--- config.mk ---
export PLATFORM = sky130hd
export DESIGN_NAME = lbfs_ctrl
export DESIGN_NICKNAME = d
export VERILOG_FILES = /design/src/rtl/core/lbfs_pkg.sv /design/src/rtl/core/lbfs_ctrl.sv
export SDC_FILE = /design/constraint.sdc
export NUM_CORES = 1
export LEC_CHECK = 0
export BUFFER_PORTS_ARGS = -buffer_cell sky130_fd_sc_hd__buf_2
export CORE_ASPECT_RATIO = 1.5
export CORE_MARGIN = 5
export CORE_UTILIZATION = 47
export CTS_CLUSTER_SIZE = 20
export DETAILED_ROUTE_END_ITERATION = 6
export PLACE_DENSITY = 0.8
export SYNTH_ARGS = -nofsm -noshare
export SYNTH_HDL_FRONTEND = slang
export SYNTH_SLANG_ARGS = --single-unit
export TNS_END_PERCENT = 50
--- constraint.sdc ---
create_clock -name clk -period 2.1 [get_ports clk]
set_clock_uncertainty 0.05 [all_clocks]
set_input_delay 0.525 -clock clk [delete_from_list [all_inputs] [get_ports clk]]
set_output_delay 0.525 -clock clk [all_outputs]
set_load 0.02 [all_outputs]
--- src/rtl/core/lbfs_pkg.sv ---
// Shared types, codes and controller interface for the linked block file store.
package lbfs_pkg;

	localparam int DATA_W      = 32;
	localparam int FID_W       = 7;
	localparam int FIRST_BLOCK = 2;

	localparam logic [1:0] KIND_ADD = 2'd0;
	localparam logic [1:0] KIND_RD  = 2'd1;
	localparam logic [1:0] KIND_DEL = 2'd2;

	localparam logic [2:0] ST_OK       = 3'd0;
	localparam logic [2:0] ST_NOTFOUND = 3'd1;
	localparam logic [2:0] ST_NOSPACE  = 3'd2;
	localparam logic [2:0] ST_TOOLARGE = 3'd3;
	localparam logic [2:0] ST_DIRFULL  = 3'd4;
	localparam logic [2:0] ST_INVALID  = 3'd5;

	typedef struct packed {
		logic [1:0]              kind;
		logic [FID_W-1:0]        file_id;
		logic signed [DATA_W-1:0] value;
		logic                    last;
	} req_t;

	typedef struct packed {
		logic [FID_W-1:0]        file_id_res;
		logic signed [DATA_W-1:0] value_res;
		logic [2:0]              status;
		logic [6:0]              free_blocks;
		logic                    last_res;
	} res_t;

	typedef enum logic [3:0] {
		S_IDLE,
		S_DECODE,
		S_ADD_CHK,
		S_SCAN,
		S_WRITE,
		S_PUSH,
		S_RD_HEAD,
		S_RD_POS,
		S_RD_DATA,
		S_RD_LINK,
		S_RD_FIN,
		S_DEL_HEAD,
		S_DEL_LINK,
		S_DEL_FIN
	} state_t;

	typedef struct packed {
		logic       take_req;
		logic       buf_word;
		logic       clr_add;
		logic       scan_init;
		logic       scan_step;
		logic       wr_init;
		logic       wr_step;
		logic       wr_term;
		logic       dir_add;
		logic       walk_init;
		logic       rd_issue;
		logic       rd_link;
		logic       next_blk;
		logic       free_cur;
		logic       dir_del;
		logic       pend_load;
		logic       push_pend;
		logic       push_last;
		logic       push_code;
		logic [2:0] code;
	} cmd_t;

	typedef struct packed {
		logic [1:0] kind;
		logic       last;
		logic       dir_hit;
		logic       add_err;
		logic       add_big;
		logic       add_nospace;
		logic       dir_full;
		logic       alloc_done;
		logic       i_lt_n;
		logic       steps_end;
		logic       cur_bad;
		logic       cur_is_end;
		logic       p_blk;
		logic       p_slot;
		logic       nmax;
		logic       word_term;
		logic       pend_v;
		logic       out_free;
	} sts_t;

endpackage

--- src/rtl/core/lbfs_ctrl.sv ---
// Controller state machine sequencing add, read and delete requests.
module lbfs_ctrl (
	input  logic          clk,
	input  logic          arst_n,
	input  logic          req_valid,
	output logic          req_ready,
	input  lbfs_pkg::sts_t sts,
	output lbfs_pkg::cmd_t cmd
);

	lbfs_pkg::state_t state_q, state_d;
	logic [2:0]       code_q, code_d;

	always_ff @(posedge clk or negedge arst_n) begin
		if (!arst_n) begin
			state_q <= lbfs_pkg::S_IDLE;
			code_q  <= lbfs_pkg::ST_OK;
		end else begin
			state_q <= state_d;
			code_q  <= code_d;
		end
	end

	always_comb begin
		state_d = state_q;
		code_d  = code_q;
		case (state_q)
			lbfs_pkg::S_IDLE: begin
				if (req_valid) begin
					state_d = lbfs_pkg::S_DECODE;
				end
			end
			lbfs_pkg::S_DECODE: begin
				case (sts.kind)
					lbfs_pkg::KIND_ADD: begin
						state_d = sts.last ? lbfs_pkg::S_ADD_CHK : lbfs_pkg::S_IDLE;
					end
					lbfs_pkg::KIND_RD: begin
						if (sts.dir_hit) begin
							state_d = lbfs_pkg::S_RD_HEAD;
						end else begin
							code_d  = lbfs_pkg::ST_NOTFOUND;
							state_d = lbfs_pkg::S_PUSH;
						end
					end
					lbfs_pkg::KIND_DEL: begin
						if (sts.dir_hit) begin
							state_d = lbfs_pkg::S_DEL_HEAD;
						end else begin
							code_d  = lbfs_pkg::ST_NOTFOUND;
							state_d = lbfs_pkg::S_PUSH;
						end
					end
					default: state_d = lbfs_pkg::S_IDLE;
				endcase
			end
			lbfs_pkg::S_ADD_CHK: begin
				state_d = lbfs_pkg::S_PUSH;
				if (sts.add_err) begin
					code_d = lbfs_pkg::ST_INVALID;
				end else if (sts.add_big) begin
					code_d = lbfs_pkg::ST_TOOLARGE;
				end else if (sts.add_nospace) begin
					code_d = lbfs_pkg::ST_NOSPACE;
				end else if (sts.dir_full) begin
					code_d = lbfs_pkg::ST_DIRFULL;
				end else begin
					state_d = lbfs_pkg::S_SCAN;
				end
			end
			lbfs_pkg::S_SCAN: begin
				if (sts.alloc_done) begin
					state_d = lbfs_pkg::S_WRITE;
				end
			end
			lbfs_pkg::S_WRITE: begin
				if (!sts.i_lt_n) begin
					code_d  = lbfs_pkg::ST_OK;
					state_d = lbfs_pkg::S_PUSH;
				end
			end
			lbfs_pkg::S_PUSH: begin
				if (sts.out_free) begin
					state_d = lbfs_pkg::S_IDLE;
				end
			end
			lbfs_pkg::S_RD_HEAD: begin
				state_d = (sts.steps_end || sts.cur_bad) ? lbfs_pkg::S_RD_FIN : lbfs_pkg::S_RD_POS;
			end
			lbfs_pkg::S_RD_POS: begin
				if (sts.nmax) begin
					state_d = lbfs_pkg::S_RD_FIN;
				end else if (sts.cur_is_end) begin
					state_d = sts.p_blk ? lbfs_pkg::S_RD_FIN : lbfs_pkg::S_RD_DATA;
				end else begin
					state_d = sts.p_slot ? lbfs_pkg::S_RD_LINK : lbfs_pkg::S_RD_DATA;
				end
			end
			lbfs_pkg::S_RD_DATA: begin
				if (sts.cur_is_end && sts.word_term) begin
					state_d = lbfs_pkg::S_RD_FIN;
				end else if (!sts.pend_v || sts.out_free) begin
					state_d = lbfs_pkg::S_RD_POS;
				end
			end
			lbfs_pkg::S_RD_LINK: begin
				state_d = lbfs_pkg::S_RD_HEAD;
			end
			lbfs_pkg::S_RD_FIN: begin
				if (sts.pend_v) begin
					if (sts.out_free) begin
						state_d = lbfs_pkg::S_IDLE;
					end
				end else begin
					code_d  = lbfs_pkg::ST_NOTFOUND;
					state_d = lbfs_pkg::S_PUSH;
				end
			end
			lbfs_pkg::S_DEL_HEAD: begin
				if (sts.steps_end || sts.cur_bad || sts.cur_is_end) begin
					state_d = lbfs_pkg::S_DEL_FIN;
				end else begin
					state_d = lbfs_pkg::S_DEL_LINK;
				end
			end
			lbfs_pkg::S_DEL_LINK: begin
				state_d = lbfs_pkg::S_DEL_HEAD;
			end
			lbfs_pkg::S_DEL_FIN: begin
				code_d  = lbfs_pkg::ST_OK;
				state_d = lbfs_pkg::S_PUSH;
			end
			default: state_d = lbfs_pkg::S_IDLE;
		endcase
	end

	always_comb begin
		cmd       = '0;
		cmd.code  = code_q;
		req_ready = 1'b0;
		case (state_q)
			lbfs_pkg::S_IDLE: begin
				req_ready    = 1'b1;
				cmd.take_req = req_valid;
			end
			lbfs_pkg::S_DECODE: begin
				case (sts.kind)
					lbfs_pkg::KIND_ADD: cmd.buf_word  = 1'b1;
					lbfs_pkg::KIND_RD:  cmd.walk_init = sts.dir_hit;
					lbfs_pkg::KIND_DEL: cmd.walk_init = sts.dir_hit;
					default: cmd.buf_word = 1'b0;
				endcase
			end
			lbfs_pkg::S_ADD_CHK: begin
				if (sts.add_err || sts.add_big || sts.add_nospace || sts.dir_full) begin
					cmd.clr_add = 1'b1;
				end else begin
					cmd.scan_init = 1'b1;
				end
			end
			lbfs_pkg::S_SCAN: begin
				if (sts.alloc_done) begin
					cmd.wr_init = 1'b1;
				end else begin
					cmd.scan_step = 1'b1;
				end
			end
			lbfs_pkg::S_WRITE: begin
				if (sts.i_lt_n) begin
					cmd.wr_step = 1'b1;
				end else begin
					cmd.wr_term = 1'b1;
					cmd.dir_add = 1'b1;
					cmd.clr_add = 1'b1;
				end
			end
			lbfs_pkg::S_PUSH: begin
				cmd.push_code = sts.out_free;
			end
			lbfs_pkg::S_RD_POS: begin
				if (!sts.nmax) begin
					if (sts.cur_is_end) begin
						cmd.rd_issue = !sts.p_blk;
					end else if (sts.p_slot) begin
						cmd.rd_link = 1'b1;
					end else begin
						cmd.rd_issue = 1'b1;
					end
				end
			end
			lbfs_pkg::S_RD_DATA: begin
				if (!(sts.cur_is_end && sts.word_term) && (!sts.pend_v || sts.out_free)) begin
					cmd.push_pend = sts.pend_v;
					cmd.pend_load = 1'b1;
				end
			end
			lbfs_pkg::S_RD_LINK: begin
				cmd.next_blk = 1'b1;
			end
			lbfs_pkg::S_RD_FIN: begin
				if (sts.pend_v && sts.out_free) begin
					cmd.push_pend = 1'b1;
					cmd.push_last = 1'b1;
				end
			end
			lbfs_pkg::S_DEL_HEAD: begin
				if (!(sts.steps_end || sts.cur_bad)) begin
					cmd.free_cur = 1'b1;
					cmd.rd_link  = !sts.cur_is_end;
				end
			end
			lbfs_pkg::S_DEL_LINK: begin
				cmd.next_blk = 1'b1;
			end
			lbfs_pkg::S_DEL_FIN: begin
				cmd.dir_del = 1'b1;
			end
			default: cmd.take_req = 1'b0;
		endcase
	end

endmodule

### Yosys cells after proc, flatten, opt, wreduce, memory -nomap -nowiden

Index checks and enable logic that the tools add are counted.

* output and inout port bits: 23
* register bits after elaboration: 7
* memory bits (read-only): 0
* input bits: 22
* bits in latches: 0
* RAM bits: 0
* memories kept: 0

* equality and inequality tests: 23
* multiplexer cells: 66
* bitwise operators: 0
* $lt $le $gt $ge: 0
* add/sub/neg operators: 0
* div/mod/pow operators: 0
* shifts and indexed selects: 0
* reduce and logical (&&, ||, !) cells: 20
* multiply operators: 0

Operators with widths (count)
* 4-bit one-hot mux with 14 select lines: 1
* 3-bit 2-to-1 mux: 13
* 4-bit 2-to-1 mux: 9
* 1-bit 2-to-1 mux: 28
* 4-bit == test (second input constant): 6
* 2-bit 2-to-1 mux: 10
* 4-bit by 3-bit == test with 1-bit output (second input constant): 4
* 3-bit one-hot mux with 5 select lines: 1
* 2-bit != test (second input constant): 6
* 4-bit one-hot mux with 3 select lines: 1
* 4-bit by 2-bit == test with 1-bit output (second input constant): 2
* 1-bit logical OR: 6
* 1-bit one-hot mux with 2 select lines: 3
* 6-bit AND reduction: 1
* 5-bit != test (second input constant): 1
* 5-bit nonzero test: 1
* 4-bit by 1-bit == test with 1-bit output (second input constant): 1
* 1-bit logical NOT: 4
* 4-bit logical NOT: 1
* 4-bit AND reduction: 1
* 2-bit OR reduction: 2
* 1-bit logical AND: 3
* 3-bit != test (second input constant): 1
* 2-bit by 1-bit == test with 1-bit output (second input constant): 1
* other kinds (2): 2

### Longest topological paths before layout

* depth in word-level cells: 5
* gate-level depth with buffers: 7

### Worst setup path after synthesis

Ideal clock, no wire load.

* path kind: flip-flop to output port
* start: reg state_q[3]
* end: out cmd[19] (netlist bit)
* arrival: 1929 ps
* setup slack: -404 ps
* stages on the path, launching flop included: 5
* buffers on the path: 1
* cell sequence: dfrtp_1 buf_2 or2b_1 nor4_1 o21bai_1

RTL lines
* start, declared: line lbfs_ctrl.sv:11 `lbfs_pkg::state_t state_q, state_d;`
* start signal, assigned: line lbfs_ctrl.sv:16 `state_q <= lbfs_pkg::S_IDLE;`
* start signal, assigned: line lbfs_ctrl.sv:19 `state_q <= state_d;`
* end, declared: line lbfs_ctrl.sv:8 `output lbfs_pkg::cmd_t cmd`

==> results.toml <==
[sta]
finalSetupViolCount = 1
hold_viol = 0
fmax_mhz = 474
fin_crit_ns = 2.11
setup_tns_ns = -0.00970
final_max_slew_viol_count = 0
tightest_slew_ns = 0.475
relSlewSlack = 0.675
min_period_over_period = 1.00
setup_slack_ns = -0.00970
rsz0062_at_grt = "true"

[placed_design]
hpwl_mm = 2.64
dp_slack_ns = 0.0494
placed_cell_area_mm2 = 0.00129
place.gp.congestion = 0.904
port_buffers = 44
dp_cells = 204

[floorplanning]
initial_core_util = 0.490
rows = 20
die_w_um = 47.5
ios = 45
core_area_mm2 = 0.00203
die_h_um = 66.3
die_area_mm2 = 0.00315

[clock_tree]
numClockSinks = 7
cts_buffers = 3
ctsHoldBuffers = 0
cts_max_path_buffers = 2
clk_latency_ns = 0.24
h-tree-depth = 1
root_buffer = "clkbuf_4"
cts_tree = "built"
clk_pin_slew_worst_paths_ns = 0.05

[critical_path]
startpoint_type = "flip-flop"
worstSetupPathType = "reg2out"
critPathTopFamily = "simple AND/OR/NAND/NOR gates"
worst_setup_path_end_kind = "output pin"
worstReg2RegStart = "state_q[1]$_DFFE_PN0P_"
crit_path_start = "state_q[2]$_DFFE_PN0P_"
critPathMaxStageDelay_ns = 0.42
cp.arrival_ns = 1.53
path_buf_inv = 2
crit_fanout = 5
path_cells = "or2_4 > or3_4 > inv_2 > buf_6"
reg2reg_depth = 7
rr_endpoint = "state_q[0]$_DFFE_PN0P_"
cpMaxStageDelayCell = "dfrtp_1"
r2r_slack_ns = 0.18
required_ns = 1.52

[synth]
synth_cells = 135
synth.distinct_cells = 48
synth.avg_cell_area_um2 = 7.36
syn-num-nets = 161
ys_seq_elements = 7
seq_area_frac_synth = 0.176
synth_area_um2 = 993
yosysWarningCount = 0

[cells_and_area]
area.growth.synth_to_final_pct = 56.4
drive_above_1_share = 0.520
final_area_mm2 = 0.00155
antenna_cells = 0
final_nets = 227
fin_cells = 222

[global_route]
antenna_found_initial = 0
grt_pass1_wl_mm = 5.41
grt.overflow.total = 0
grt_use_total = 0.230
grt_max_degree = 10
grt_pass1_vias = 1262

[min_path]
min_path_type = "in2async"

[drt]
drc = 1
drt_iter0_drc = 93
vias = 1335
drtPass1Iterations = 7
post_drt_via_cell_ratio = 6.01
antenna_left = 0
routedWlPerCell_um = 16.4
wl_mm = 3.64

[pwr]
ir_drop_uv = 641
p_total_w = 0.00208
powerDensity_mw_per_mm2 = 1340
leakagePower_nw = 0.795

[status]
status = "finished, violations left"
violations = "DRC, setup timing"

[run]
maxCapViolCount = 0
[power breakdown]
part / switching, W / internal (W) / total (W)
clock network: 0.0000459 / 0.0000723 / 0.000118
logic: 0.000899 / 0.000785 / 0.00168
registers: 0.0000824 / 0.000197 / 0.000279
total: 0.00103 / 0.00105 / 0.00208
[cell usage after synthesis (all sizes together)]
cell     count  area [um2]
a2bb2oi      1        8.76
o32ai        1        16.3
nand2b       4        25.0
o22ai        5        31.3
or4          1        7.51
nand2       10        37.5
or3          1        6.26
a31oi        1        6.26
nor2        15        56.3
o21ai       10        50.0
a2111oi      2        18.8
nand4b       2        17.5
a21oi        7        38.8
a22oi        4        30.0
inv          9        33.8
and2b        2        15.0
o211a        1        10.0
xnor2        1        8.76
o21bai       1        7.51
dfrtp        7         175
nor2b        3        18.8
buf          9        61.3
xor2         1        8.76
ha           4        50.1
a21o         1        7.51
mux2i        2        20.0
mux2         2        26.3
or2          2        15.0
nor3b        1        7.51
a32oi        1        8.76
a311oi       1        8.76
nor4         3        25.0
nand3        2        20.0
a22o         2        17.5
and2         3        18.8
nor3         7        40.0
or2b         1        7.51
and3         5        31.3
[cells in the final DEF, fill, tap and decap left out, types with 5 or more instances in the layout]
master / n
buf_2: 37
buf_4: 27
nor2_1: 10
o21ai_0: 9
nand2_1: 8
inv_1: 7
a21oi_1: 6
buf_6: 6
and3_1: 5
o22ai_1: 5
[final cells by class]
type	instances	area (um2)
Tap cell	22	27.5
Multi-Input combinational cell	110	832
Sequential cell	7	179
Inverter	9	33.8
Clock buffer	4	26.3
Fill cell	137	473
Timing Repair Buffer	70	455
[stage by stage]
stage          utilization  hold WS (ns)
6_report             0.767        0.0534
5_1_grt              0.767        0.0627
4_1_cts              0.704        0.0522
3_5_place_dp         0.637         0.315
3_3_place_gp         0.637         0.308
2_1_floorplan            -         0.179
[how the worst max path moves through the flow]
stage                    to  depth (start not counted)
detailed placement  cmd[10]                          5
floorplan           cmd[10]                          5
global route        cmd[10]                          5
finish              cmd[17]                          4
global placement    cmd[10]                          5
CTS                 cmd[10]                          6
[state kept, by name (all words and copies together) (netlist names)]
name / cells
state_q: 4
code_q: 3
[what timing repair did]
action                                  CTS  global route
cloned                                    0             0
endpoints found under the setup margin   13            13
pin swaps                                 3             5
gates resized for setup                  18            21
setup buffers                             7             7
[metal layers]
layer | track usage | part of all wire | vias to the layer above
met2 | 0.398 | 0.52 | 96
met5 | 0 | 0 | -
li1 | - | - | 617
met1 | 0.256 | 0.35 | 604
met4 | 0.121 | 0.034 | 0
met3 | 0.0300 | 0.095 | 18
[kinds of logic (layout without fill, tap and decap cells)]
logic type | count (synthesis) | in the layout | share of synthesized area
AOI/OAI and AO/OA | 38 | 38 | 0.262
adders and majority gates | 4 | 4 | 0.0504
buffers and inverters | 18 | 83 | 0.0957
muxes | 4 | 4 | 0.0466
DFF | 7 | 7 | 0.176
xor gates and xnor gates | 2 | 2 | 0.0176
and+or+nand+nor | 62 | 62 | 0.351
(Power assumes the default switching activity.)
